<file path="src/sv/bhv_pkg.sv">
// Shared types and constants of the bitmap header validator.
package bhv_pkg;

  // Byte counter width and the common width used for length compares
  localparam int COUNT_BITS = 32;
  localparam int CMP_W      = (COUNT_BITS > 33) ? COUNT_BITS : 33;
  localparam logic [COUNT_BITS-1:0] COUNT_MAX = '1;

  // Header capture window and payload magic window
  localparam int HDR_BYTES     = 54;
  localparam int HDR_IDX_W     = $clog2(HDR_BYTES);
  localparam int PAYLOAD_START = 14;
  localparam int MAGIC_BYTES   = 8;
  localparam int MAGIC_LANE_W  = $clog2(MAGIC_BYTES);

  // Job queue between capture and checker
  localparam int JOBQ_DEPTH = 2;
  localparam int JOBQ_PTR_W = (JOBQ_DEPTH > 1) ? $clog2(JOBQ_DEPTH) : 1;
  localparam int JOBQ_CNT_W = $clog2(JOBQ_DEPTH + 1);

  // Signature bytes
  localparam logic [7:0] SIG_B = 8'h42;
  localparam logic [7:0] SIG_M = 8'h4D;

  // Info header sizes
  localparam logic [31:0] INFO_V3 = 32'd40;
  localparam logic [31:0] INFO_V4 = 32'd108;
  localparam logic [31:0] INFO_V5 = 32'd124;

  // Compression codes
  localparam logic [31:0] COMP_RGB        = 32'd0;
  localparam logic [31:0] COMP_RLE8       = 32'd1;
  localparam logic [31:0] COMP_RLE4       = 32'd2;
  localparam logic [31:0] COMP_BITFIELDS  = 32'd3;
  localparam logic [31:0] COMP_JPEG       = 32'd4;
  localparam logic [31:0] COMP_PNG        = 32'd5;
  localparam logic [31:0] COMP_ABITFIELDS = 32'd6;

  // Embedded image magic
  localparam logic [15:0] JPEG_MAGIC    = 16'hD8FF;
  localparam logic [31:0] PNG_MAGIC_LO  = 32'h474E5089;
  localparam logic [31:0] PNG_MAGIC_HI  = 32'h0A1A0A0D;

  typedef logic [HDR_BYTES-1:0][7:0] hdr_t;

  // One input item
  typedef struct packed {
    logic [7:0] file_byte;
    logic       final_byte;
  } item_t;

  // One result item
  typedef struct packed {
    logic        header_ok;
    logic [31:0] image_end;
    logic [31:0] pixel_offset;
  } result_t;

  // Snapshot of one finished file, handed from capture to checker
  typedef struct packed {
    logic [COUNT_BITS-1:0] len;
    hdr_t                  hdr;
    logic [63:0]           magic;
  } job_t;

endpackage

</file>
<file path="src/sv/bhv_queue.sv">
// Short job queue between byte capture and header checker.
module bhv_queue (
  input  logic          clk,
  input  logic          rst,
  input  logic          push,
  output logic          full,
  input  bhv_pkg::job_t wdata,
  input  logic          pop,
  output logic          empty,
  output bhv_pkg::job_t rdata
);
  import bhv_pkg::*;

  job_t                  entries [JOBQ_DEPTH];
  logic [JOBQ_PTR_W-1:0] wr_ptr;
  logic [JOBQ_PTR_W-1:0] rd_ptr;
  logic [JOBQ_CNT_W-1:0] count;
  logic                  do_push;
  logic                  do_pop;

  assign full    = count == JOBQ_CNT_W'(JOBQ_DEPTH);
  assign empty   = count == '0;
  assign do_push = push && !full;
  assign do_pop  = pop && !empty;
  assign rdata   = entries[rd_ptr];

  // Store pushed jobs
  always_ff @(posedge clk) begin
    if (do_push) begin
      entries[wr_ptr] <= wdata;
    end
  end

  // Advance pointers and occupancy
  always_ff @(posedge clk) begin
    if (rst) begin
      wr_ptr <= '0;
      rd_ptr <= '0;
      count  <= '0;
    end else begin
      if (do_push) begin
        wr_ptr <= (wr_ptr == JOBQ_PTR_W'(JOBQ_DEPTH - 1)) ? '0 : wr_ptr + 1'b1;
      end
      if (do_pop) begin
        rd_ptr <= (rd_ptr == JOBQ_PTR_W'(JOBQ_DEPTH - 1)) ? '0 : rd_ptr + 1'b1;
      end
      if (do_push && !do_pop) begin
        count <= count + 1'b1;
      end else if (do_pop && !do_push) begin
        count <= count - 1'b1;
      end
    end
  end

endmodule

</file>
<file path="config.mk">
export PLATFORM = sky130hd
export DESIGN_NAME = bhv_queue
export DESIGN_NICKNAME = d
export VERILOG_FILES = /design/src/sv/bhv_pkg.sv /design/src/sv/bhv_queue.sv
export SDC_FILE = /design/constraint.sdc
export NUM_CORES = 1
export LEC_CHECK = 0
export BUFFER_PORTS_ARGS = -buffer_cell sky130_fd_sc_hd__buf_4
export CORE_AREA = 2 2 412 414
export CTS_CLUSTER_DIAMETER = 40
export CTS_CLUSTER_SIZE = 28
export DETAILED_ROUTE_END_ITERATION = 10
export DIE_AREA = 0 0 414 416
export GPL_ROUTABILITY_DRIVEN = 0
export HOLD_SLACK_MARGIN = 0.12
export SETUP_SLACK_MARGIN = 0.1
export SYNTH_ARGS = -nofsm -noshare
export SYNTH_HDL_FRONTEND = slang
export SYNTH_SLANG_ARGS = --single-unit
</file>
<file path="constraint.sdc">
create_clock -name clk -period 30.2 [get_ports clk]
set_input_delay 6.04 -clock clk [delete_from_list [all_inputs] [get_ports clk]]
set_output_delay 6.04 -clock clk [all_outputs]
set_load 0.02 [all_outputs]
</file>
; ---- Word-level counts from Yosys, hierarchy flattened
; Memory sizes are Yosys's and may differ from the RTL's. A register that Yosys moved wholly into a read port is not among the register bits.
; Index checks and enable logic that the tools add are counted.
[totals]
mem_count = 1
output_inout_bits = 530
ramBits = 1056
elab_cells = 27
input_bits = 532
ff_bits = 4
[classes]
reduce_logical = 10
n_mux = 8
eq_ne = 1
n_addsub = 4
[mem_list]
columns = name, words, word_bits, rd, rd_ports_with_merged_regs, wr, line
row1 = entries, 2, 528, 1, 1, 1, bhv_queue.sv:14  ; job_t entries [JOBQ_DEPTH];
[ops]
columns = cell, count
row1 = $mux 1, 6
row2 = $logic_and 1x1->1, 4
row3 = $logic_not 1->1, 4
row4 = $mux 2, 2
row5 = $add 1x1->1 const B, 2
row6 = $add 2x1->2 const B, 1
row7 = $eq 2x2->1 const B, 1
row8 = $logic_not 2->1, 1
row9 = $reduce_bool 2->1, 1
row10 = $sub 2x1->2 const B, 1

; ---- Depth between registers and ports, before layout
; Gate-level depths: netlist of the first run.
[depth]
depth_word = 7
depth_mapped = 6
depth_no_buf = 6

; ---- Worst setup path before layout of the first run
; No wires, ideal clock.
[synth_timing]
kind = input-to-reg
startpoint = in push
endpoint = mem entries[1][0] in the netlist's numbering, enable pin
setup_ns = 0.964
arrival_time_ns = 18.173
slack_ns = 11.063
path_stages = 3
required_ns = 29.236
n_path_buf = 0
cell_sequence = inv_1 nor2_1 and2_1
[synth_between]
elab_chain_len = 3
[synth_rtl]
columns = element, line
row1 = "start, declared", bhv_queue.sv:5  ; input logic push,
row2 = $logic_and 1x1->1, bhv_queue.sv:23  ; assign do_push = push && !full;
row3 = via do_push, bhv_queue.sv:18  ; logic do_push;
row4 = $mux 1, bhv_queue.sv:29  ; if (do_push) begin
row5 = $mux 1 (implied by the code), bhv_queue.sv:30  ; entries[wr_ptr] <= wdata;
row6 = "end, declared", bhv_queue.sv:14
; The timed path passes the listed nets, and every way through them passes these cells.

==> reports/qor.yml, run 1 <==
port-buffer-count: 1061
clock.fmax_mhz: 86.6
synth.distinct_cells: 15
die_h_microns: 416
avgSynthCellArea_sq_um: 23.1
slew_headroom_pct: 28.4
synth_top_area_cell: "edfxtp_1"
regArea_sq_mm: 0.0318
outcome: "finished, final reports clean"
grt_pass1_vias: 21300
synth_edf_count: 1056
drt-initial-drc-count: 1361
grt_max_degree: 114
multi_input_area_sq_mm: 0.00606
cts_buffers: 153
syn_area_sq_mm: 0.0385
r2r-end: "entries[1][180]$_DFFE_PP_"
drive_above_1_share_pct: 62.8
tightestPinTransition_ps: 1070
grt_setup_unrepaired: "false"
finalPower_mw: 5.08
synth_top_flop_cell: "edfxtp_1"
grt_first_pass_wirelength_mm: 162
ios: 1062
via_per_inst: 4.04
synthCells: 1668
cp.required_ps: 24160
antenna_found_initial: 51
hold_buffers: 0
core_area_sq_mm: 0.168
area_growth_syn_to_layout_pct: 40.5
setup_viol: 0
synth_area_leaders: "edfxtp_1 (82%), mux2_2 (15%), buf_6 (1.7%)"
crit_type: "flip-flop to primary output"
fp.dieW_microns: 414
cts_setup_buffers: 0
vias: 21100
cts_buffer_depth: 3
gr-usage-all-layers_pct: 13.3
grt_overflow_total: 0
dr.pass1.iters: 4
start_kind: "flip-flop"
finalCritPeriodShare_pct: 38.2
endpoint: "rdata[147]"
reg2reg_slack_ps: 24940
synth_fp_nets: 2201
synth.most_common_cell: "edfxtp_1"
vdd_ir_drop_max_uv: 56.1
crit_fanout: 74
hold_viol: 0
ant_nets: 0
clkLatencyLatePin_ps: 790
cts_tree: "built"
rr_worst_depth: 7
max-cap-violations: 0
slew_violations: 0
htree_levels: 4
path_clk_slew_ps: 50
final_area_sq_mm: 0.0541
cts_root_buf: "clkbuf_16"
tns_ps: 0
routedWlPerCell_microns: 22.9
synthTopCellsByCount: "edfxtp_1 (1,056), mux2_2 (527), buf_6 (58), dfxtp_1 (5), nor2_1 (5)"
power_leakage_nw: 19.7
post_cts_resized: 0
worst_ep_arrival_time_ps: 5500
finClkSkew_ps: 26.6
ys_warn_count: 0
async_reset_ff_share_pct: 0
powerDensity_mw_per_mm2: 93.9
r2r-start: "count[0]$_SDFFE_PP0P_"
nets: 3381
end_kind: "primary output"
fillers: 16300
clock_sinks: 1061
hold_path.class: "flip-flop to flip-flop"
dieArea_sq_mm: 0.172
route.detailed.drc: 0
seq_area_frac_synth_pct: 82.6
std_cell_rows: 151
place_hpwl_mm: 89.1
start_util_pct: 22.9
routed_wl_mm: 120
synth_top_area_share_pct: 82.3
hold_slack_ps: 503
place_area_sq_mm: 0.0488
synth_seq_cells: 1061
fin_crit_ps: 11540
## layer usage
layer | share of wire [%] | vias up | wire, microns | global-route usage, %
met2 | 51 | 869 | 60800 | 22.5
li1 | - | 9133 | - | -
met3 | 7.9 | 236 | 9460 | 4.75
met1 | 38 | 10800 | 45100 | 15.1
met5 | 0.088 | - | 105 | 0
met4 | 3.4 | 14 | 4100 | 6.02
## worst max-delay path: stages (launching register included)
cell and delay (ps):
dfxtp_4 900, buf_4 820, buf_4 630, buf_4 720
buf_4 780, mux2_2 420, buf_4 160
## how the worst min path moves through the flow
| stage | startpoint | cells past startpoint | end | slack (ps) |
|---|---|---|---|---|
| after global placement | wr_ptr$_SDFFE_PP0P_ | 2 | wr_ptr$_SDFFE_PP0P_ | 470 |
| after CTS | wr_ptr$_SDFFE_PP0P_ | 2 | wr_ptr$_SDFFE_PP0P_ | 500 |
| after global routing | wr_ptr$_SDFFE_PP0P_ | 2 | wr_ptr$_SDFFE_PP0P_ | 540 |
| after detailed placement | wr_ptr$_SDFFE_PP0P_ | 2 | wr_ptr$_SDFFE_PP0P_ | 490 |
| after floorplan | wr_ptr$_SDFFE_PP0P_ | 2 | wr_ptr$_SDFFE_PP0P_ | 450 |
| final | wr_ptr$_SDFFE_PP0P_ | 2 | wr_ptr$_SDFFE_PP0P_ | 500 |
## final cells by class
type	count	share of cell area [%]
Sequential cell	1061	58.8
Timing Repair Buffer	1084	15.0
Multi-Input combinational cell	546	11.2
Clock buffer	167	7.25
Tap cell	2218	5.13
Clock inverter	118	2.52
Antenna cell	20	0.0924
Inverter	2	0.0277
## through the flow
step / setup WS (ps) / cells / utilization (%)
2_1_floorplan: 11060 / 1668 / -
4_1_cts: 18550 / 5196 / 32.2
3_5_place_dp: 19260 / 4911 / 29.0
6_report: 18660 / 5216 / 32.2
5_1_grt: 18310 / 5210 / 32.2
3_3_place_gp: 19300 / 4911 / 29.0
## where the power goes
group	switching, mW	total [mW]	internal [mW]
combinational	0.792	1.36	0.573
clock	0.690	1.81	1.12
sequential	0.0527	1.91	1.85
total	1.53	5.08	3.55
## registers in the layout, indices dropped and copies added, names as in the netlist, named ones only
register / count
entries: 1056
wr_ptr: 1
count: 2
rd_ptr: 1
## cell usage in the layout, fill, tap and decap left out, drive strengths merged, types with 12 or more instances in the layout
master and instances:
clkbuf 167, inv 37, buf 1084, diode 20, clkinvlp 12, edfxtp 1056, bufinv 19, mux2 528
clkinv 52
## cell families after synthesis
logic type	synth area share, %
adders and majority gates	0.0325
buffers and inverters	1.73
DFF	82.6
muxes	15.4
AOI/OAI and AO/OA	0.0649
xor gates and xnor gates	0.0682
and+or+nand+nor	0.114
Note: power is estimated with default switching activity, not from simulation.
==> run 2: changes to the inputs <==
- ABC_AREA: unset -> 1
- clock period: 30.2 -> 10.4 ns (I/O delays scaled with it)
==> reports/qor.yml, run 2 <==
outcome: "finished, final reports clean"
synthCells: 1680
hold_path.class: "flip-flop to flip-flop"
cts_setup_buffers: 0
grt_first_pass_wirelength_mm: 160
dr.pass1.iters: 5
hold_viol: 0
core_area_sq_mm: 0.168
finalCritPeriodShare_pct: 54.7
top_regs: "entries (1056), count (2)"
crit_buf_inv: 3
fin_cells: 5206
tns_ps: 0
start_util_pct: 22.9
synth.distinct_cells: 15
drive_above_1_share_pct: 62.7
syn_area_sq_mm: 0.0386
crit_family: "buffers and inverters"
crit_fanout: 86
top_register: "entries"
layout_common_cells: "buf_4 (1,069), edfxtp_1 (1,056), mux2_2 (527)"
route.detailed.drc: 0
worst_ep_arrival_time_ps: 3610
nets: 3388
finalPower_mw: 14.4
path_clk_slew_ps: 50
cts_tree: "built"
synth_top_area_cell: "edfxtp_1"
grt_pass1_vias: 21300
area_growth_syn_to_layout_pct: 40.8
clock.fmax_mhz: 176
final_core_util_pct: 32.3
place_hpwl_mm: 87.2
synthTopCellsByCount: "edfxtp_1 (1,056), mux2_2 (527), buf_6 (58), inv_1 (9), nor2_1 (9)"
via_per_inst: 4.04
crit_path_top_delay_cell: "buf_4"
async_reset_ff_share_pct: 0
power_leakage_nw: 19.7
start_kind: "flip-flop"
post_cts_resized: 0
max_stage_delay_ps: 840
slew_violations: 0
hold_slack_ps: 537
critical_path.cell_chain: "buf_12 -> buf_4 -> mux2_2 -> buf_4"
setup_viol: 0
routedWlPerCell_microns: 22.8
cp.required_ps: 8320
synth.most_common_cell: "edfxtp_1"
vdd_ir_drop_max_uv: 182
end_kind: "primary output"
grt_max_degree: 160
dieArea_sq_mm: 0.172
crit_type: "flip-flop to primary output"
hold_buffers: 0
avgSynthCellArea_sq_um: 23.0
final_common_cell: "buf_4"
gr-usage-all-layers_pct: 13.2
fillers: 16300
synth_edf_count: 1056
crit_path_frequent_cell: "buf_4"
synth_seq_cells: 1061
cts_buffer_depth: 3
final_area_sq_mm: 0.0543
cts_buffers: 153
place_area_sq_mm: 0.0489
synth_top_flop_cell: "edfxtp_1"
std_cell_rows: 151
vias: 21000
clkLatencyLatePin_ps: 770
seq_area_frac_synth_pct: 82.5
htree_levels: 4
max-cap-violations: 0
routed_wl_mm: 119
grt_overflow_total: 0
fin_crit_ps: 5690
synth_fp_nets: 2213
cts_root_buf: "clkbuf_16"
placed_cells: 4918
ios: 1062
synth_area_leaders: "edfxtp_1 (82%), mux2_2 (15%), buf_6 (1.7%)"
antenna_found_initial: 29
clock_sinks: 1061
largest_reg_flops: 1056
powerDensity_mw_per_mm2: 265
fp.dieW_microns: 414
slew_headroom_pct: 26.9
fin_ws_ps: 4710
place_ws_ps: 5580
finClkSkew_ps: 23.5
ant_nets: 0
synth_top_area_share_pct: 82.2
drt-initial-drc-count: 1437
grt_setup_unrepaired: "false"
port-buffer-count: 1061
tightestPinTransition_ps: 1100
ys_warn_count: 0
die_h_microns: 416
-- run 2: where the power goes --
group	switching, mW	total, mW	internal, mW
sequential	0.144	5.56	5.42
clock	2.05	5.31	3.26
combinational	2.06	3.53	1.47
total	4.25	14.4	10.2
-- run 2: kinds of logic (layout without fill, tap and decap cells) --
group           count (synthesis)  in the layout  share of synthesized area (%)
fa+ha+maj                       1              1                         0.0324
simple gates                   16             16                          0.172
flops                        1061           1061                           82.5
buf+inv                        68           1365                           1.80
compound gates                  6              6                         0.0779
other cells                     0             11                              0
mux                           528            528                           15.4
-- run 2: final timing paths --
check                              from                  endpoint  slack, ps  cells past startpoint
setup / recovery              flip-flop                 rdata[92]       4710                      4
hold / removal      wr_ptr$_SDFFE_PP0P_       wr_ptr$_SDFFE_PP0P_        540                      2
setup reg to reg  count[0]$_SDFFE_PP0P_  entries[1][46]$_DFFE_PP_       7470                      4
hold reg to reg     wr_ptr$_SDFFE_PP0P_       wr_ptr$_SDFFE_PP0P_        540                      2
-- run 2: final cells by class --
cell class | instances | area, sq um | share of cell area, %
Antenna cell | 11 | 27.5 | 0.0507
Clock buffer | 164 | 3930 | 7.25
Clock inverter | 113 | 1400 | 2.57
Inverter | 9 | 33.8 | 0.0622
Multi-Input combinational cell | 551 | 6080 | 11.2
Sequential cell | 1061 | 31800 | 58.6
Tap cell | 2218 | 2780 | 5.11
Timing Repair Buffer | 1079 | 8230 | 15.2
-- run 2: routing by layer --
metal / track usage (%) / wire (microns)
met1: 13.9 / 41600
met2: 22.9 / 61400
met3: 6.08 / 12100
met4: 4.94 / 3500
met5: 0 / 66
-- run 2: worst min-delay path: stages (launching register included) --
cell	delay, ps
dfxtp_1	340
nor2_1	110
nor2_1	50
