--- src/sv/bhv_pkg.sv ---
// Shared types and constants of the bitmap header validator.
package bhv_pkg;

  // Byte counter width and the common width used for length compares
  localparam int COUNT_BITS = 32;
  localparam int CMP_W      = (COUNT_BITS > 33) ? COUNT_BITS : 33;
  localparam logic [COUNT_BITS-1:0] COUNT_MAX = '1;

  // Header capture window and payload magic window
  localparam int HDR_BYTES     = 54;
  localparam int HDR_IDX_W     = $clog2(HDR_BYTES);
  localparam int PAYLOAD_START = 14;
  localparam int MAGIC_BYTES   = 8;
  localparam int MAGIC_LANE_W  = $clog2(MAGIC_BYTES);

  // Job queue between capture and checker
  localparam int JOBQ_DEPTH = 2;
  localparam int JOBQ_PTR_W = (JOBQ_DEPTH > 1) ? $clog2(JOBQ_DEPTH) : 1;
  localparam int JOBQ_CNT_W = $clog2(JOBQ_DEPTH + 1);

  // Signature bytes
  localparam logic [7:0] SIG_B = 8'h42;
  localparam logic [7:0] SIG_M = 8'h4D;

  // Info header sizes
  localparam logic [31:0] INFO_V3 = 32'd40;
  localparam logic [31:0] INFO_V4 = 32'd108;
  localparam logic [31:0] INFO_V5 = 32'd124;

  // Compression codes
  localparam logic [31:0] COMP_RGB        = 32'd0;
  localparam logic [31:0] COMP_RLE8       = 32'd1;
  localparam logic [31:0] COMP_RLE4       = 32'd2;
  localparam logic [31:0] COMP_BITFIELDS  = 32'd3;
  localparam logic [31:0] COMP_JPEG       = 32'd4;
  localparam logic [31:0] COMP_PNG        = 32'd5;
  localparam logic [31:0] COMP_ABITFIELDS = 32'd6;

  // Embedded image magic
  localparam logic [15:0] JPEG_MAGIC    = 16'hD8FF;
  localparam logic [31:0] PNG_MAGIC_LO  = 32'h474E5089;
  localparam logic [31:0] PNG_MAGIC_HI  = 32'h0A1A0A0D;

  typedef logic [HDR_BYTES-1:0][7:0] hdr_t;

  // One input item
  typedef struct packed {
    logic [7:0] file_byte;
    logic       final_byte;
  } item_t;

  // One result item
  typedef struct packed {
    logic        header_ok;
    logic [31:0] image_end;
    logic [31:0] pixel_offset;
  } result_t;

  // Snapshot of one finished file, handed from capture to checker
  typedef struct packed {
    logic [COUNT_BITS-1:0] len;
    hdr_t                  hdr;
    logic [63:0]           magic;
  } job_t;

endpackage

--- src/sv/bhv_back.sv ---
// Header checker: evaluates one captured file at a time through the idle, decode, measure and decide states.
module bhv_back (
  input  logic             clk,
  input  logic             rst,
  input  logic             job_empty,
  output logic             job_pop,
  input  bhv_pkg::job_t    job_in,
  output logic             empty,
  input  logic             pop,
  output bhv_pkg::result_t result
);
  import bhv_pkg::*;

  typedef enum logic [1:0] {
    ST_IDLE,
    ST_DECODE,
    ST_MEASURE,
    ST_DECIDE
  } state_t;

  state_t      state;
  job_t        job;
  logic        out_valid;
  logic        result_load;

  // Decode stage registers
  logic        ok_a;
  logic        rgb_bf;
  logic        rle_emb;
  logic [11:0] need;
  logic [31:0] data;
  logic [31:0] size_image;
  logic [31:0] h_abs;
  logic [37:0] prod1;

  // Measure stage registers
  logic        ok_b;
  logic [63:0] prod2;

  // Decoded header fields
  logic [31:0] bf_size, off, bi_size, width, height, comp, clr_used, size_image_c;
  logic [15:0] res1, res2, planes, bits;
  logic [CMP_W-1:0] len_x;
  logic [7:0]  hsize;
  logic        rgb, rle8, rle4, bfields, embedded, known_bits, pal;
  logic [8:0]  max_colors, colors;
  logic [4:0]  masks;
  logic [31:0] data_c, h_abs_c;
  logic        ok_a_c, magic_ok;

  // Measure stage logic
  logic [38:0] prod1_rnd;
  logic [35:0] row;
  logic        row_ok, ok_b_c, ok_final;

  assign job_pop     = (state == ST_IDLE) && !job_empty;
  assign empty       = !out_valid;
  assign result_load = (state == ST_DECIDE) && (!out_valid || pop);

  // Pull little-endian fields from the header snapshot
  always_comb begin
    bf_size      = {job.hdr[5], job.hdr[4], job.hdr[3], job.hdr[2]};
    off          = {job.hdr[13], job.hdr[12], job.hdr[11], job.hdr[10]};
    res1         = {job.hdr[7], job.hdr[6]};
    res2         = {job.hdr[9], job.hdr[8]};
    bi_size      = {job.hdr[17], job.hdr[16], job.hdr[15], job.hdr[14]};
    width        = {job.hdr[21], job.hdr[20], job.hdr[19], job.hdr[18]};
    height       = {job.hdr[25], job.hdr[24], job.hdr[23], job.hdr[22]};
    planes       = {job.hdr[27], job.hdr[26]};
    bits         = {job.hdr[29], job.hdr[28]};
    comp         = {job.hdr[33], job.hdr[32], job.hdr[31], job.hdr[30]};
    size_image_c = {job.hdr[37], job.hdr[36], job.hdr[35], job.hdr[34]};
    clr_used     = {job.hdr[49], job.hdr[48], job.hdr[47], job.hdr[46]};
    len_x        = CMP_W'(job.len);
    hsize        = bi_size[7:0] + 8'd14;
  end

  // Classify compression and depth, size the palette and masks, check embedded magic
  always_comb begin
    rgb        = comp == COMP_RGB;
    rle8       = (comp == COMP_RLE8) && (bits == 16'd8);
    rle4       = (comp == COMP_RLE4) && (bits == 16'd4);
    bfields    = ((comp == COMP_BITFIELDS) || (comp == COMP_ABITFIELDS)) &&
                 ((bits == 16'd16) || (bits == 16'd32));
    embedded   = ((comp == COMP_JPEG) || (comp == COMP_PNG)) && (bits == 16'd0);
    known_bits = (bits == 16'd1) || (bits == 16'd4) || (bits == 16'd8) ||
                 (bits == 16'd16) || (bits == 16'd24) || (bits == 16'd32);
    pal        = (bits != 16'd0) && (bits <= 16'd8);
    max_colors = 9'd1 << bits[3:0];
    colors     = (clr_used == '0) ? max_colors : clr_used[8:0];
    masks      = '0;
    if ((bi_size == INFO_V3) && bfields) begin
      masks = (comp == COMP_ABITFIELDS) ? 5'd16 : 5'd12;
    end
    data_c  = bf_size - off;
    h_abs_c = height[31] ? (~height + 32'd1) : height;
    if (comp == COMP_JPEG) begin
      magic_ok = (data_c >= 32'd2) && (job.magic[15:0] == JPEG_MAGIC);
    end else begin
      magic_ok = (data_c >= 32'd8) && (job.magic[31:0] == PNG_MAGIC_LO) &&
                 (job.magic[63:32] == PNG_MAGIC_HI);
    end
  end

  // Structural checks on the header
  always_comb begin
    ok_a_c = (len_x >= CMP_W'(HDR_BYTES)) &&
             (job.hdr[0] == SIG_B) && (job.hdr[1] == SIG_M) &&
             ((bi_size == INFO_V3) || (bi_size == INFO_V4) || (bi_size == INFO_V5)) &&
             (CMP_W'(hsize) <= len_x) &&
             (bf_size >= 32'(hsize)) && (CMP_W'(bf_size) <= len_x) &&
             (off >= 32'(hsize)) && (off <= bf_size) &&
             (res1 == '0) && (res2 == '0) && (planes == 16'd1) &&
             !width[31] && (width != '0) && (height != '0) &&
             ((rgb && known_bits) || rle8 || rle4 || bfields || embedded) &&
             (!height[31] || rgb || bfields) &&
             (!pal || (clr_used == '0) || (clr_used <= 32'(max_colors))) &&
             (!embedded || magic_ok);
  end

  // Row stride from the registered width product, and the remaining bounds
  always_comb begin
    prod1_rnd = {1'b0, prod1} + 39'd31;
    row       = {prod1_rnd[38:5], 2'b00};
    row_ok    = (row != '0) && (h_abs != '0) && (row <= 36'(data));
    ok_b_c    = ok_a && (32'(need) <= off) && (size_image <= data) &&
                (rgb_bf ? row_ok : (!rle_emb || (size_image != '0)));
    ok_final  = ok_b && (!rgb_bf || (prod2 <= 64'(data)));
  end

  // Sequence one job through decode, measure and decide
  always_ff @(posedge clk) begin
    if (rst) begin
      state     <= ST_IDLE;
      out_valid <= 1'b0;
    end else begin
      if (result_load) begin
        out_valid <= 1'b1;
      end else if (pop && out_valid) begin
        out_valid <= 1'b0;
      end
      unique case (state)
        ST_IDLE: begin
          if (!job_empty) begin
            job   <= job_in;
            state <= ST_DECODE;
          end
        end
        ST_DECODE: begin
          ok_a       <= ok_a_c;
          rgb_bf     <= rgb || bfields;
          rle_emb    <= rle8 || rle4 || embedded;
          need       <= 12'(hsize) + 12'(masks) + (pal ? {1'b0, colors, 2'b00} : 12'd0);
          data       <= data_c;
          size_image <= size_image_c;
          h_abs      <= h_abs_c;
          prod1      <= width * bits[5:0];
          state      <= ST_MEASURE;
        end
        ST_MEASURE: begin
          ok_b  <= ok_b_c;
          prod2 <= row[31:0] * h_abs;
          state <= ST_DECIDE;
        end
        ST_DECIDE: begin
          if (result_load) begin
            result.header_ok    <= ok_final;
            result.image_end    <= ok_final ? bf_size : '0;
            result.pixel_offset <= ok_final ? off : '0;
            state               <= ST_IDLE;
          end
        end
        default: begin
          state <= ST_IDLE;
        end
      endcase
    end
  end

endmodule

--- config.mk ---
export PLATFORM = sky130hd
export DESIGN_NAME = bhv_back
export DESIGN_NICKNAME = d
export VERILOG_FILES = /design/src/sv/bhv_pkg.sv /design/src/sv/bhv_back.sv
export SDC_FILE = /design/constraint.sdc
export NUM_CORES = 2
export LEC_CHECK = 0
export ABC_AREA = 1
export BUFFER_PORTS_ARGS = -buffer_cell sky130_fd_sc_hd__buf_2
export CORE_ASPECT_RATIO = 0.6
export CORE_MARGIN = 5
export CORE_UTILIZATION = 50
export DETAILED_ROUTE_END_ITERATION = 10
export GPL_TIMING_DRIVEN = 0
export PLACE_DENSITY = 0.69
export SETUP_SLACK_MARGIN = 0.5
export SYNTH_ARGS = -nofsm -noshare
export SYNTH_HDL_FRONTEND = slang
export SYNTH_SLANG_ARGS = --single-unit
--- constraint.sdc ---
create_clock -name clk -period 59.3 [get_ports clk]
set_input_delay 2.965 -clock clk [delete_from_list [all_inputs] [get_ports clk]]
set_output_delay 2.965 -clock clk [all_outputs]
set_load 0.02 [all_outputs]
==> Word level (Yosys, flattened, before mapping) <==
Cells that the tools add are included.
{ "op_classes": {"n_addsub": 6, "multipliers": 2, "order_cmp": 14, "n_eq_ne": 26, "shifts": 1, "mux": 12, "bitwise": 3, "n_reduce_logical": 88} }
{ "op_table": {"columns": ["operator", "count"], "rows": [
  ["nonzero test 32 bit", 4],
  ["== test 32 x 3 -> 1 bit (second input constant)", 3],
  ["less-or-equal comparator 32 bit", 3],
  ["== test 32 x 2 -> 1 bit (second input constant)", 2],
  ["== test 32 x 7 -> 1 bit (second input constant)", 2],
  ["greater-or-equal comparator 32 x 8 -> 1 bit", 2],
  ["less-or-equal comparator 64 x 32 -> 1 bit", 1],
  ["logical NOT 32 bit", 2],
  ["multiplier 30 x 32 -> 62 bit", 1],
  ["logical NOT 16 bit", 3],
  ["adder 38 x 5 -> 39 bit (second input constant)", 1],
  ["multiplier 32 x 6 -> 38 bit", 1],
  ["logical AND 1 bit", 37],
  ["less-or-equal comparator 36 x 32 -> 1 bit", 1],
  ["nonzero test 34 bit", 1],
  ["adder 32 x 1 -> 32 bit (second input constant)", 1],
  ["== test 16 x 1 -> 1 bit (second input constant)", 2],
  ["== test 16 x 5 -> 1 bit (second input constant)", 2],
  ["== test 32 x 1 -> 1 bit (second input constant)", 1],
  ["== test 32 x 28 -> 1 bit (second input constant)", 1],
  ["== test 32 x 31 -> 1 bit (second input constant)", 1],
  ["== test 32 x 6 -> 1 bit (second input constant)", 1],
  ["greater-or-equal comparator 32 x 2 -> 1 bit (second input constant)", 1],
  ["greater-or-equal comparator 32 x 4 -> 1 bit (second input constant)", 1],
  ["other kinds (34)", 77]
]} }
{ "totals": {"ff_bits": 712, "inputBits": 532, "out_inout_bits": 67, "wordCells": 212} }

==> Logic depth before layout (Yosys ltp) <==
{ "logic_depth": {"depth_word": 19, "ltp_mapped": 39} }

==> Worst setup path after synthesis <==
No wires, ideal clock.
{ "synth_timing": {"kind": "input port to flip-flop", "from": "input job_empty", "to": "register job (netlist bit bf_size[0]), enable pin", "arrival_time_ns": 32.554, "slack_ns": 24.983, "path_stages": 1, "path_buffers": 0, "cell_sequence": "nor3_1"} }
{ "synth_between": {"elab_chain_len": 2} }
{ "synth_lines": {"columns": ["item", "line_no", "source"], "rows": [
  ["start: declaration", "bhv_back.sv:5", "input logic job_empty,"],
  ["NOT 1 bit (no source line)", null, null],
  ["AND reduction 3 bit (no source line)", null, null],
  ["end signal: assignment", "bhv_back.sv:145", "job <= job_in;"],
  ["end: declaration", "bhv_back.sv:22", "job_t job;"]
]} }
No other way between the ends.
A chain may end at the register's enable or synchronous reset.

==> Worst setup path in the final report <==
{ "layout_timing": {"from": "register prod1[2]", "to": "register prod2[63] (data pin)"} }
{ "layout_between": {"elab_chain_len": 2} }
{ "layout_lines": {"columns": ["item", "line_no", "source"], "rows": [
  ["start: declaration", "bhv_back.sv:34", "logic [37:0] prod1;"],
  ["start signal: assignment", "bhv_back.sv:157", "prod1 <= width * bits[5:0];"],
  ["adder 38 x 5 -> 39 bit", "bhv_back.sv:123", "prod1_rnd = {1'b0, prod1} + 39'd31;"],
  ["multiplier 30 x 32 -> 62 bit", "bhv_back.sv:162", "prod2 <= row[31:0] * h_abs;"],
  ["end signal: assignment", "bhv_back.sv:162", null],
  ["end: declaration", "bhv_back.sv:38", "logic [63:0] prod2;"]
]} }
No other way between the ends.

==> run_results.csv <==
group,metric,value,unit
status,outcome,"finished with violations",
status,violations,"capacitance limit, slew limit",
timing,fin_crit,10.47,ns
critical_path,worst_setup_path_end_kind,"register",
clocking,path_clk_slew,0.07,ns
clocking,cts_tree,"built",
critical_path,r2r_cells,34,
logic_synthesis,synth_common_cells,"1614 x inv_1, 1449 x nand2_1, 962 x fa_1",
critical_path,critPathArrivalTime,10.86,ns
placement,portBuffers,502,
timing,drv_slew,66,
clocking,clk_latency,0.67,ns
layout,fill_cells,12200,
logic_synthesis,synth_top_area_share,30.8,%
layout,final_util,56.1,%
logic_synthesis,ys_seq_area_share,30.9,%
placement,dp_hpwl,211000,µm
logic_synthesis,ys_top_cells_by_area,"edfxtp_1 31%, fa_1 28%, ha_1 9.3%",
global_routing,track_usage,34.9,%
global_routing,grt_start_max_net_pins,39,
critical_path,worstPathMaxFanout,10,
clocking,numCtsBuffers,69,
logic_synthesis,netlist_instances,7351,
critical_path,slowest_stage,"clkbuf_1",
critical_path,crit_top_cell,"fa_1",
timing,rsz0062_at_grt,"no",
clocking,cts_max_level,3,
layout,nets,9981,
route,wire_per_inst,25.8,µm
route,drc,0,
critical_path,critical-path-top-delay-family,"adder cells",
global_routing,grt_pass1_wl,369000,µm
logic_synthesis,async_flop_share,0,%
global_routing,antenna_found_initial,28,
route,routed_wirelength,254000,µm
logic_synthesis,synth-edff-count,709,
logic_synthesis,syn_nets,9357,
timing,worstMarginPinSlew,1.74,ns
clocking,cts.sinks,712,
clocking,postCtsSetupBuffers,0,
die,die_area,0.146,mm²
layout,fin_cells,9864,
critical_path,worstSetupStartpoint,"prod1[2]$_DFFE_PP_",
critical_path,cp.required,59.69,ns
critical_path,crit_cells,34,
critical_path,r2r_start,"prod1[2]$_DFFE_PP_",
die,core_area,0.137,mm²
die,row_count,105,
clocking,cts_resized,0,
logic_synthesis,syn_area_per_cell,9.40,µm²
critical_path,r2r_end,"prod2[63]$_DFFE_PP_",
critical_path,r2r_slack,48.83,ns
logic_synthesis,ys.flop_type,"edfxtp_1",
critical_path,crit_end,"prod2[63]$_DFFE_PP_",
timing,setup-violations-final,0,
clocking,clock-root-buffer,"clkbuf_16",
die,die_h,298,µm
layout,multi_input_area,0.0407,mm²
critical_path,path_class,"register to register",
route,drt_iter0_markers,6589,
placement,routabilityCongestion,1.11,
critical_path,worst_path_largest_cell_delay,1.17,ns
logic_synthesis,synth-seq-cells,712,
logic_synthesis,synth_area_leader_cell,"edfxtp_1",
logic_synthesis,synth_area,0.0691,mm²
min_path,min_path_type,"register to register",
route,via_count,55080,
critical_path,cp_num_buf_inv,8,
timing,relSlewSlack,-16.0,%
layout,regArea,0.0214,mm²
clocking,cts_buffer_depth,3,
timing,fin_skew,0.0281,ns
timing,fin_crit_sh,17.7,%
flow_run,drv_cap,6,
critical_path,startpoint_type,"register",
layout,drive_above_1_share,9.75,%
die,initial_core_util,50.4,%
route,avgViaCountPerCell,5.58,
route,drt-pass1-iter-count,9,
die,pin_count,599,
route,detail-route-antenna-nets,0,
global_routing,grt_pass1_vias,54675,
timing,tns,0,ns
global_routing,grt-ovfl-total,0,
clocking,ctsHoldBuffers,0,
layout,area_growth,11.2,%
logic_synthesis,yosys_warnings,0,
placement,dp_cells,9723,
logic_synthesis,yosys.cell_types.count,61,
logic_synthesis,yosysMostFrequentCell,"inv_1",
timing,fmax,0.0955,GHz
timing,timing.final.hold_violations,0,
die,die-width,490,µm
==> how the worst min path moves through the flow <==
stage,slack [ns],to,depth (start not counted),startpoint
finish,0.41,size_image[23]$_DFFE_PP_,0,job[359]$_DFFE_PP_
global route,0.42,size_image[5]$_DFFE_PP_,0,job[341]$_DFFE_PP_
CTS,0.41,size_image[23]$_DFFE_PP_,0,job[359]$_DFFE_PP_
detailed placement,0.40,size_image[9]$_DFFE_PP_,0,job[345]$_DFFE_PP_
global placement,0.40,size_image[26]$_DFFE_PP_,0,job[362]$_DFFE_PP_
floorplan,0.40,size_image[0]$_DFFE_PP_,0,job[336]$_DFFE_PP_
==> final cells by class <==
cell class | count | share of cell area (%)
multi-input cells | 4795 | 53.0
diodes | 17 | 0.0554
flip-flops and latches | 712 | 27.8
plain buffers | 200 | 1.09
clock buffers | 79 | 2.32
clock inverters | 45 | 0.633
well taps | 1819 | 2.96
repair buffers | 553 | 4.10
inverters | 1644 | 8.03
==> cell families after synthesis <==
| kind of cell | count (synthesis) | synth area share (%) |
|---|---|---|
| and+or+nand+nor | 2730 | 16.3 |
| adders and majority gates | 1474 | 37.2 |
| xor gates and xnor gates | 142 | 1.80 |
| buffers and inverters | 1844 | 10.1 |
| AOI/OAI and AO/OA | 449 | 3.72 |
| DFF | 712 | 30.9 |
==> cell usage in the layout, fill, tap and decap left out, types with 49 or more instances in the layout <==
cell       Yosys  final
buf_2         42    544
nand3_1      144    144
xor2_1        93     93
nand2_1     1449   1449
nor4_1        70     70
edfxtp_1     709    709
nand4_1       78     78
nor2_1       839    837
a21oi_1      211    211
clkbuf_1     148    155
xnor2_1       49     49
nor3_1        57     56
ha_1         512    512
clkbuf_16      0     70
fa_1         962    962
inv_1       1614   1614
o21ai_0       96     96
==> sequential cells by signal (all words and copies together), names as in the netlist <==
register    count
bits           16
bi_size        32
data           32
prod1          38
clr_used       32
job           256
ok_a            1
prod2          62
out_valid       1
size_image     32
state           2
rle_emb         1
ok_b            1
result         65
rgb_bf          1
comp           32
need           12
bf_size        32
height         32
h_abs          32
==> metrics by stage <==
stage          setup WS, ns  area (µm²)  hold slack [ns]
2_1_floorplan         24.98       69100            0.400
3_3_place_gp          13.79       73900            0.401
3_5_place_dp          49.29       74500            0.405
4_1_cts               49.27       76800            0.410
5_1_grt               48.67       76800            0.415
6_report              48.83       76900            0.411
==> layer usage <==
layer | vias up | share of wire (%) | track usage [%]
li1 | 23989 | - | -
met1 | 27287 | 44 | 51.6
met2 | 3398 | 37 | 44.2
met3 | 382 | 17 | 20.1
met4 | 24 | 2.0 | 6.25
met5 | - | 0.33 | 1.94
Power is not shown: default switching activity piles up to over one toggle a cycle in this logic, so the estimate is an artifact.
