[config.mk]
export PLATFORM = sky130hd
export DESIGN_NAME = bhv_front
export DESIGN_NICKNAME = d
export VERILOG_FILES = /design/src/sv/bhv_pkg.sv /design/src/sv/bhv_front.sv
export SDC_FILE = /design/constraint.sdc
export NUM_CORES = 1
export LEC_CHECK = 0
export CAP_MARGIN = 10
export CORE_AREA = 2 2 208 210
export DETAILED_ROUTE_END_ITERATION = 8
export DIE_AREA = 0 0 210 212
export DONT_BUFFER_PORTS = 1
export HOLD_SLACK_MARGIN = 0.15
export PLACE_DENSITY_LB_ADDON = 0.15
export SLEW_MARGIN = 25
export SYNTH_ARGS = -nofsm -noshare
export SYNTH_HDL_FRONTEND = slang
export SYNTH_SLANG_ARGS = --single-unit
[constraint.sdc]
create_clock -name clk -period 11.3 [get_ports clk]
set_input_delay 1.695 -clock clk [delete_from_list [all_inputs] [get_ports clk]]
set_output_delay 1.695 -clock clk [all_outputs]
set_load 0.03 [all_outputs]
[src/sv/bhv_pkg.sv]
// Shared types and constants of the bitmap header validator.
package bhv_pkg;

  // Byte counter width and the common width used for length compares
  localparam int COUNT_BITS = 32;
  localparam int CMP_W      = (COUNT_BITS > 33) ? COUNT_BITS : 33;
  localparam logic [COUNT_BITS-1:0] COUNT_MAX = '1;

  // Header capture window and payload magic window
  localparam int HDR_BYTES     = 54;
  localparam int HDR_IDX_W     = $clog2(HDR_BYTES);
  localparam int PAYLOAD_START = 14;
  localparam int MAGIC_BYTES   = 8;
  localparam int MAGIC_LANE_W  = $clog2(MAGIC_BYTES);

  // Job queue between capture and checker
  localparam int JOBQ_DEPTH = 2;
  localparam int JOBQ_PTR_W = (JOBQ_DEPTH > 1) ? $clog2(JOBQ_DEPTH) : 1;
  localparam int JOBQ_CNT_W = $clog2(JOBQ_DEPTH + 1);

  // Signature bytes
  localparam logic [7:0] SIG_B = 8'h42;
  localparam logic [7:0] SIG_M = 8'h4D;

  // Info header sizes
  localparam logic [31:0] INFO_V3 = 32'd40;
  localparam logic [31:0] INFO_V4 = 32'd108;
  localparam logic [31:0] INFO_V5 = 32'd124;

  // Compression codes
  localparam logic [31:0] COMP_RGB        = 32'd0;
  localparam logic [31:0] COMP_RLE8       = 32'd1;
  localparam logic [31:0] COMP_RLE4       = 32'd2;
  localparam logic [31:0] COMP_BITFIELDS  = 32'd3;
  localparam logic [31:0] COMP_JPEG       = 32'd4;
  localparam logic [31:0] COMP_PNG        = 32'd5;
  localparam logic [31:0] COMP_ABITFIELDS = 32'd6;

  // Embedded image magic
  localparam logic [15:0] JPEG_MAGIC    = 16'hD8FF;
  localparam logic [31:0] PNG_MAGIC_LO  = 32'h474E5089;
  localparam logic [31:0] PNG_MAGIC_HI  = 32'h0A1A0A0D;

  typedef logic [HDR_BYTES-1:0][7:0] hdr_t;

  // One input item
  typedef struct packed {
    logic [7:0] file_byte;
    logic       final_byte;
  } item_t;

  // One result item
  typedef struct packed {
    logic        header_ok;
    logic [31:0] image_end;
    logic [31:0] pixel_offset;
  } result_t;

  // Snapshot of one finished file, handed from capture to checker
  typedef struct packed {
    logic [COUNT_BITS-1:0] len;
    hdr_t                  hdr;
    logic [63:0]           magic;
  } job_t;

endpackage

[src/sv/bhv_front.sv]
// Byte capture: counts file bytes, keeps the header and payload magic.
module bhv_front (
  input  logic           clk,
  input  logic           rst,
  input  logic           push,
  output logic           full,
  input  bhv_pkg::item_t item,
  output logic           job_push,
  input  logic           job_full,
  output bhv_pkg::job_t  job
);
  import bhv_pkg::*;

  logic [COUNT_BITS-1:0] bytes_seen;
  logic [COUNT_BITS-1:0] bytes_seen_next;
  logic                  count_saturated;
  hdr_t                  header_store;
  hdr_t                  header_store_next;
  logic [63:0]           payload_magic;
  logic [63:0]           payload_magic_next;

  logic                  accept;
  logic                  capture;
  logic                  wr_hdr;
  logic                  in_payload;
  logic [31:0]           offset;
  logic [CMP_W-1:0]      pos_x;
  logic [CMP_W-1:0]      off_x;
  logic [CMP_W-1:0]      delta;
  logic [MAGIC_LANE_W-1:0] lane;

  assign full    = job_full;
  assign accept  = push && !job_full;
  assign capture = accept && !count_saturated;

  // Locate the byte inside the header and the payload magic window
  assign offset     = {header_store[13], header_store[12], header_store[11], header_store[10]};
  assign pos_x      = CMP_W'(bytes_seen);
  assign off_x      = CMP_W'(offset);
  assign delta      = pos_x - off_x;
  assign lane       = delta[MAGIC_LANE_W-1:0];
  assign wr_hdr     = bytes_seen < COUNT_BITS'(HDR_BYTES);
  assign in_payload = (bytes_seen >= COUNT_BITS'(PAYLOAD_START)) && (pos_x >= off_x) &&
                      (delta < CMP_W'(MAGIC_BYTES));

  // Merge the current byte into header and magic
  always_comb begin
    header_store_next  = header_store;
    payload_magic_next = payload_magic;
    if (capture) begin
      for (int i = 0; i < HDR_BYTES; i++) begin
        if (wr_hdr && bytes_seen[HDR_IDX_W-1:0] == HDR_IDX_W'(i)) begin
          header_store_next[i] = item.file_byte;
        end
      end
      for (int k = 0; k < MAGIC_BYTES; k++) begin
        if (in_payload && lane == MAGIC_LANE_W'(k)) begin
          payload_magic_next[k*8 +: 8] = payload_magic[k*8 +: 8] | item.file_byte;
        end
      end
    end
  end

  // Saturating count, including the current byte
  assign bytes_seen_next = (bytes_seen != COUNT_MAX) ? bytes_seen + 1'b1 : bytes_seen;

  // Hand a snapshot to the checker on the final byte
  assign job_push  = accept && item.final_byte;
  assign job.len   = bytes_seen_next;
  assign job.hdr   = header_store_next;
  assign job.magic = payload_magic_next;

  // Hold header bytes until overwritten
  always_ff @(posedge clk) begin
    header_store <= header_store_next;
  end

  // Advance counter and magic; clear them after the final byte
  always_ff @(posedge clk) begin
    if (rst) begin
      bytes_seen      <= '0;
      count_saturated <= 1'b0;
      payload_magic   <= '0;
    end else if (accept) begin
      if (item.final_byte) begin
        bytes_seen      <= '0;
        count_saturated <= 1'b0;
        payload_magic   <= '0;
      end else begin
        bytes_seen    <= bytes_seen_next;
        payload_magic <= payload_magic_next;
        if (bytes_seen == COUNT_MAX) begin
          count_saturated <= 1'b1;
        end
      end
    end
  end

endmodule

## Word-level counts from Yosys, hierarchy flattened

Cells that the tools add are included.

- Bits in latches: 0
- RAM bits: 0
- Output and inout port bits: 530
- Logic and storage cells: 275
- ROM bits: 0
- Bits in registers: 529
- Memories kept: 0

- Magnitude comparators: 4
- Add/subtract/negate cells: 2
- Reductions and logical operators: 73
- Shift operators: 0
- Bitwise logic cells: 8
- Mux-type cells: 69
- Multipliers: 0
- Equal/unequal tests: 62
- Div/mod/pow operators: 0

Operators with widths:

| kind | count |
|---|---|
| 8-bit two-way mux | 62 |
| 432-bit two-way mux | 1 |
| 6-bit equality test (second input constant) | 22 |
| 64-bit two-way mux | 2 |
| 6-bit by 5-bit equality test with 1-bit output (second input constant) | 16 |
| 1-bit logical AND | 67 |
| 32-bit two-way mux | 2 |
| 8-bit OR | 8 |
| 6-bit by 4-bit equality test with 1-bit output (second input constant) | 8 |
| 33-bit by 4-bit less-than comparator with 1-bit output (second input constant) | 1 |
| 32-bit by 32-bit subtractor with 33-bit output | 1 |
| 32-bit by 1-bit adder with 32-bit output (second input constant) | 1 |
| 32-bit equality test (second input constant) | 1 |
| 32-bit >= comparator | 1 |
| 32-bit by 4-bit >= comparator with 1-bit output (second input constant) | 1 |
| 32-bit by 6-bit less-than comparator with 1-bit output (second input constant) | 1 |
| 32-bit != test (second input constant) | 1 |
| 6-bit by 3-bit equality test with 1-bit output (second input constant) | 4 |
| 3-bit equality test (second input constant) | 4 |
| 6-bit by 2-bit equality test with 1-bit output (second input constant) | 2 |
| 3-bit by 2-bit equality test with 1-bit output (second input constant) | 2 |
| 6-bit by 1-bit equality test with 1-bit output (second input constant) | 1 |
| 6-bit zero test | 1 |
| 3-bit by 1-bit equality test with 1-bit output (second input constant) | 1 |
| other kinds (5) | 7 |

## Depth between registers and ports, before layout

Gate-level depths: netlist of run 1.

- Depth after elaboration: 7
- Depth in mapped cells: 15
- Depth with buffers taken out: 13

## Worst setup path after synthesis of run 1

OpenSTA, ideal clock, no wires.

- Path kind: input to output
- Start point: input port job_full
- End point: output port job[240] (netlist bit)
- Slack: 5.754 ns
- Path buffers: 1
- Data arrival time: 3.851 ns
- Stages: 8
- Path through: nand2b_1 nor2_1 o21ai_0 nor4_1 nand2_1 clkbuf_1 nor2_1 mux2_2

RTL lines:

| element | RTL line | text |
|---|---|---|
| from (decl) | bhv_front.sv:9 | `input logic job_full,` |
| to (decl) | bhv_front.sv:10 | `output bhv_pkg::job_t job` |

==> impl_metrics.env, run 1 <==
export IMPL_die_h_um=212
export IMPL_place_area_sq_mm=0.0219
export IMPL_postCtsResizedCells=0
export IMPL_ios=543
export IMPL_yosysSeqAreaShare_pct=48.6
export IMPL_critPathKind="reg -> out"
export IMPL_hpwl_um=47700
export IMPL_finalHoldViolations=0
export IMPL_holdBufCountCts=0
export IMPL_synth_nets=2079
export IMPL_nets=1983
export IMPL_syn_inst=2029
export IMPL_synth_edf_count=0
export IMPL_clk_latency_ps=600
export IMPL_fin_area_sq_mm=0.0236
export IMPL_fin_tns_setup_ps=0
export IMPL_slowest_stage="buf_4"
export IMPL_finClkSkew_ps=17.9
export IMPL_cts_tree="done"
export IMPL_drt_total_wl_um=69200
export IMPL_synth_area_leaders="dfxtp_1 49%, mux2_2 22%, a41o_1 2.9%, a22o_1 2.7%, clkbuf_1 2.1%"
export IMPL_drv_cap=0
export IMPL_rows=76
export IMPL_synth_area_leader_cell="dfxtp_1"
export IMPL_clk_pin_slew_ps=60
export IMPL_worst_r2r_setup_slack_ps=6450
export IMPL_min_from="count_saturated"
export IMPL_clockBufferDepth=3
export IMPL_irDropWorstVdd_mv=0.155
export IMPL_rsz0062_at_grt="false"
export IMPL_endpoint_kind="output port"
export IMPL_cp_cell_sequence="inv_1 > ha_1 > inv_1 > fa_1 > nand3_2 > a21oi_2 > or3_1 > a211oi_1 > o2111ai_1 > nor4_1 > o2111ai_1 > nor4_2 > buf_4 > buf_4 > a41o_1"
export IMPL_slew_limit_headroom_pct=22.2
export IMPL_initial_core_util_pct=51.2
export IMPL_max_stage_delay_ps=680
export IMPL_cp_required_ps=9610
export IMPL_drt_initial_drc_count=1416
export IMPL_dr_pass1_iters=5
export IMPL_route_detailed_drc=0
export IMPL_syn_area_sq_mm=0.0218
export IMPL_crit_path_max_fanout=68
export IMPL_setup_viol=0
export IMPL_yosysTopAreaCellShare_pct=48.6
export IMPL_core_area_sq_mm=0.0425
export IMPL_period_minus_slack_ps=7320
export IMPL_arrival_ps=5620
export IMPL_layout_drive_gt1_share_pct=26.9
export IMPL_power_density_mw_per_mm2=157
export IMPL_critical_path_startpoint="bytes_seen[0]"
export IMPL_grt_usage_pct=29.8
export IMPL_vias_per_cell=6.25
export IMPL_antenna_found_initial=1
export IMPL_synth_cell_type_count=67
export IMPL_postCtsSetupRepairBufs=0
export IMPL_cts_root_buffer="clkbuf_16"
export IMPL_grt_first_pass_wirelength_um=100000
export IMPL_reg2reg_depth=15
export IMPL_max_freq_ghz=0.137
export IMPL_worstMarginPinSlew_ps=1160
export IMPL_start_kind="flip-flop"
export IMPL_vias=15700
export IMPL_cts_htree_levels=2
export IMPL_die_width_um=210
export IMPL_cts_buffers_inserted=52
export IMPL_ant_nets=0
export IMPL_async_reset_ff_share_pct=0
export IMPL_maxSlewViolCount=0
export IMPL_synth_warnings=0
export IMPL_port_buffers=0
export IMPL_leakage_nw=10.5
export IMPL_hold_depth=1
export IMPL_syn2layout_area_growth_pct=8.64
export IMPL_path_delay_family="buffers and inverters"
export IMPL_synth_seq_cells=529
export IMPL_synthFlopType="dfxtp_1"
export IMPL_routedWlPerCell_um=27.5
export IMPL_status="finished, final reports clean"
export IMPL_place_gp_congestion=0.923
export IMPL_synth_avg_cell_area_sq_um=10.7
export IMPL_grt_pass1_vias=15200
export IMPL_min_period_over_period_pct=64.8
export IMPL_grt_overflow=0
export IMPL_crit_reg2reg_launch="bytes_seen[0]"
export IMPL_cp_num_cells=15
export IMPL_path_buf_inv=4
export IMPL_grt_max_degree=97
export IMPL_cts_sinks=529
export IMPL_die_area_sq_mm=0.0445
export IMPL_hold_class="reg -> reg"
export IMPL_nFillCells=3661
[placed cells by master (no fill, tap or decap), types with 15 or more instances in the layout]
cell type	Yosys	layout
or3_1	17	17
and3_1	44	44
ha_1	36	36
nand2_1	99	99
mux2_2	417	417
a22oi_1	20	20
a22o_1	66	66
o21ai_0	61	55
nor2_1	107	102
nor4_1	17	15
a21o_1	15	15
and2_1	22	22
xnor2_1	22	22
a41o_1	64	64
a21oi_1	60	60
nor3_1	52	52
xor2_1	19	19
clkbuf_16	0	53
inv_1	43	43
nand3_1	41	41
dfxtp_1	529	529
[report_power, final]
group | internal, mW | leakage, nW | switching [mW]
registers | 1.88 | 4.27 | 0.00383
clock network | 1.01 | 0.844 | 0.724
logic | 0.0202 | 5.35 | 0.0729
[cells in the mapped netlist (12+ instances only)]
cell type	number
dfxtp_1	529
mux2_2	417
clkbuf_1	122
nor2_1	107
nand2_1	99
a22o_1	66
a41o_1	64
o21ai_0	61
a21oi_1	60
nor3_1	52
and3_1	44
inv_1	43
nand3_1	41
ha_1	36
and2_1	22
buf_1	22
xnor2_1	22
a22oi_1	20
xor2_1	19
nor4_1	17
or3_1	17
a21o_1	15
nand4_1	13
buf_4	12
[metrics by stage]
stage	power (mW)	utilization (%)	hold slack [ps]	worst slack (ps)	cells
2_1_floorplan	2.02	-	441	5750	2029
3_3_place_gp	2.02	51.5	459	4540	2425
3_5_place_dp	2.02	51.5	453	4420	2425
4_1_cts	3.73	55.6	468	4080	2519
5_1_grt	3.81	55.6	477	3710	2519
6_report	3.71	55.6	467	3980	2520
[final timing paths]
check                                         to
worst max-delay path                      job[7]
worst min-delay path             count_saturated
worst max register to register  payload_magic[8]
worst min register to register   count_saturated
[per-layer routing]
metal  GRT usage [%]  up-vias  wire [um]
met5               0        -          0
met4            12.0        0       2700
met3            9.90      133       6510
met2            50.2      698      33100
met1            35.1     7782      26900
li1                -     7129          -
[worst reg2reg max path, cell delays in order (launching register included)]
cell,delay [ps]
dfxtp_1,360
inv_1,210
ha_1,240
inv_1,60
fa_1,440
nand3_2,130
a21oi_2,80
or3_1,310
a211oi_1,350
o2111ai_1,210
nor4_1,440
o2111ai_1,250
nor4_2,190
buf_4,550
buf_4,720
a22o_1,250
[cell families after synthesis]
| family | count (synthesis) | synth area share [%] |
|---|---|---|
| buffers and inverters | 207 | 3.82 |
| xor gates and xnor gates | 41 | 1.65 |
| and+or+nand+nor | 446 | 10.0 |
| AOI/OAI and AO/OA | 348 | 11.9 |
| adders and majority gates | 37 | 2.16 |
| DFF | 529 | 48.6 |
| muxes | 421 | 21.8 |
[sequential cells by signal, indices dropped and copies added, names as in the netlist]
name,cells
payload_magic,64
header_store,432
bytes_seen,32
count_saturated,1
[area by class of cell]
type | count | area [sq um] | area share [%]
Multi-Input combinational cell | 1293 | 10400 | 43.9
Clock inverter | 17 | 204 | 0.862
Antenna cell | 1 | 2.50 | 0.0106
Sequential cell | 529 | 10600 | 44.8
Inverter | 43 | 161 | 0.683
Clock buffer | 77 | 1530 | 6.45
Timing Repair Buffer | 14 | 105 | 0.444
Tap cell | 546 | 683 | 2.89
No activity file was read; power rests on OpenSTA's default activity.
==> run 2, diff against run 1 <==
- ABC_AREA: unset -> 1
- CORE_AREA: 2 2 208 210 -> 2 2 212 214
- DIE_AREA: 0 0 210 212 -> 0 0 214 216
- clock period: 11.3 -> 7.1 ns (I/O delays scaled with it)
==> run 2 against run 1 <==
Cell area up 3.7%. Clock power up 66%. Highest routed layer unchanged. Final cell count up 42%. Setup slack worse by 2600 ps. Critical path type unchanged. Largest cell class unchanged. Critical endpoint is now job[4]. Global-route usage up 1.4 points. Die area up 3.8%.
==> impl_metrics.env, run 2 <==
export IMPL_slew_limit_headroom_pct=24.4
export IMPL_setup_viol=0
export IMPL_fin_tns_setup_ps=0
export IMPL_crit_reg2reg_launch="bytes_seen[0]"
export IMPL_critPathKind="reg -> out"
export IMPL_routedWlPerCell_um=20.8
export IMPL_nets=2999
export IMPL_synth_nets=2915
export IMPL_drt_initial_drc_count=1644
export IMPL_grt_pass1_vias=17900
export IMPL_clk_latency_ps=610
export IMPL_endpoint_kind="output port"
export IMPL_hold_depth=2
export IMPL_synth_cell_type_count=39
export IMPL_cts_buffers_inserted=53
export IMPL_rsz0062_at_grt="false"
export IMPL_cts_root_buffer="clkbuf_16"
export IMPL_path_buf_inv=4
export IMPL_period_minus_slack_ps=5710
export IMPL_syn_area_sq_mm=0.0213
export IMPL_crit_path_max_fanout=33
export IMPL_synthFlopType="dfxtp_1"
export IMPL_die_width_um=214
export IMPL_ios=543
export IMPL_start_kind="flip-flop"
export IMPL_yosysMostFrequentCell="nand2_1"
export IMPL_finClkSkew_ps=18.4
export IMPL_port_buffers=0
export IMPL_route_detailed_drc=0
export IMPL_synth_seq_cells=529
export IMPL_layout_commonest_cell="nand2_1"
export IMPL_cp_required_ps=6030
export IMPL_max_stage_delay_ps=660
export IMPL_postCtsSetupRepairBufs=0
export IMPL_place_gp_congestion=0.946
export IMPL_nFillCells=4177
export IMPL_r2r_end="payload_magic[4]"
export IMPL_dr_pass1_iters=5
export IMPL_slowest_stage="nor2_4"
export IMPL_async_reset_ff_share_pct=0
export IMPL_drv_cap=0
export IMPL_hpwl_um=54200
export IMPL_largest_register_ffs=432
export IMPL_worst_r2r_setup_slack_ps=3090
export IMPL_cts_htree_levels=2
export IMPL_grt_usage_pct=31.2
export IMPL_postCtsResizedCells=0
export IMPL_cts_tree="done"
export IMPL_cts_sinks=529
export IMPL_post_place_cells=3486
export IMPL_antenna_found_initial=1
export IMPL_fin_cells=3584
export IMPL_cp_cell_sequence="inv_1 > ha_1 > inv_1 > fa_1 > nand3_1 > nand2_1 > nand2_1 > nand2_1 > nand2_1 > nand2_1 > nand2_1 > nand2_1 > nand2_1 > nand2_1 > inv_1 > nand3_1 > nor2_4 > buf_4 > nand4_1 > nand2_1"
export IMPL_critPathMostFrequentCell="nand2_1"
export IMPL_synth_edf_count=0
export IMPL_grt_max_degree=68
export IMPL_initial_core_util_pct=48.6
export IMPL_grt_overflow=0
export IMPL_regArea_sq_mm=0.0106
export IMPL_syn2layout_area_growth_pct=15.1
export IMPL_core_area_sq_mm=0.0438
export IMPL_layout_common_cells="902 x nand2_1, 529 x dfxtp_1, 392 x o21ai_0"
export IMPL_drt_total_wl_um=74600
export IMPL_leakage_nw=10.3
export IMPL_min_from="count_saturated"
export IMPL_syn_inst=2865
export IMPL_reg2reg_depth=20
export IMPL_irDropWorstVdd_mv=0.231
export IMPL_worstMarginPinSlew_ps=1120
export IMPL_multi_input_area_sq_mm=0.00914
export IMPL_num_antenna_cells=0
export IMPL_min_period_over_period_pct=80.4
export IMPL_synth_area_leader_cell="dfxtp_1"
export IMPL_yosysSeqAreaShare_pct=49.7
export IMPL_arrival_ps=4640
export IMPL_holdBufCountCts=0
export IMPL_die_area_sq_mm=0.0462
export IMPL_ant_nets=0
export IMPL_finalHoldViolations=0
export IMPL_synth_area_leaders="dfxtp_1 50%, nand2_1 16%, o21ai_0 11%, inv_1 4.4%, a21oi_1 2.8%"
export IMPL_yosysTopAreaCellShare_pct=49.7
export IMPL_synth_warnings=0
export IMPL_status="finished, final reports clean"
export IMPL_largest_register="header_store"
export IMPL_vias=19100
export IMPL_path_delay_family="simple AND/OR/NAND/NOR gates"
export IMPL_power_density_mw_per_mm2=249
export IMPL_maxSlewViolCount=0
export IMPL_clk_pin_slew_ps=70
export IMPL_layout_drive_gt1_share_pct=10.5
export IMPL_cp_num_cells=20
export IMPL_hold_class="reg -> reg"
export IMPL_die_h_um=216
export IMPL_whs_endpoint="count_saturated"
export IMPL_vias_per_cell=5.32
export IMPL_clockBufferDepth=3
export IMPL_rows=77
export IMPL_synth_common_cells="902 x nand2_1, 529 x dfxtp_1, 462 x o21ai_0"
export IMPL_top_regs="header_store: 432 flops, payload_magic: 64 flops, bytes_seen: 32 flops"
export IMPL_grt_first_pass_wirelength_um=111000
export IMPL_max_freq_ghz=0.175
export IMPL_synth_avg_cell_area_sq_um=7.44
-- run 2: final cells by class --
type	instances	area share, %
Clock buffer	75	6.20
Clock inverter	23	1.18
Inverter	265	4.05
Multi-Input combinational cell	1933	37.2
Sequential cell	529	43.2
Tap cell	592	3.02
Timing Repair Buffer	167	5.14
-- run 2: per-stage QoR --
step	setup slack, ps	hold slack [ps]	utilization (%)	area [sq um]	power [mW]
6_report	1390	469	56.0	24500	6.10
5_1_grt	1060	483	56.0	24500	6.27
4_1_cts	1430	468	55.9	24500	6.14
3_5_place_dp	1860	459	51.8	22700	3.29
3_3_place_gp	1680	445	51.8	22700	3.29
2_1_floorplan	2810	435	-	21300	3.20
-- run 2: worst max path at each step --
stage	startpoint	end	slack (ps)
after floorplan	push	job[368]	2810
after global placement	push	job[302]	1680
after detailed placement	push	job[360]	1860
after CTS	bytes_seen[0]	job[4]	1430
after global routing	bytes_seen[0]	job[4]	1060
final	bytes_seen[0]	job[4]	1390
-- run 2: layer usage --
metal  routed length, um  track usage [%]
met5                   0                0
met3                6280             9.70
met4                3590             14.3
met2               34600             52.0
met1               30100             36.8
-- run 2: cells by family (layout without fill, tap and decap cells) --
family | Yosys count | count (layout) | synth area share [%]
flip-flops | 529 | 529 | 49.7
XOR/XNOR | 32 | 32 | 1.39
buffers and inverters | 403 | 530 | 7.51
adder cells (fa/ha/maj) | 37 | 37 | 2.21
AO/OA/AOI/OAI | 633 | 633 | 15.0
AND/OR/NAND/NOR | 1231 | 1231 | 24.2
-- run 2: where the power goes --
part	switching (mW)	total, mW	internal [mW]
combinational	0.190	0.228	0.0382
sequential	0.00651	3.00	2.99
clock	1.20	2.88	1.68
total	1.39	6.10	4.71
-- run 2: tightest hold or removal path: cells and delay by family (launching register included) --
kind,cells,cell delay (ps)
compound gates,1,60
flops,1,300
buf+inv,1,60
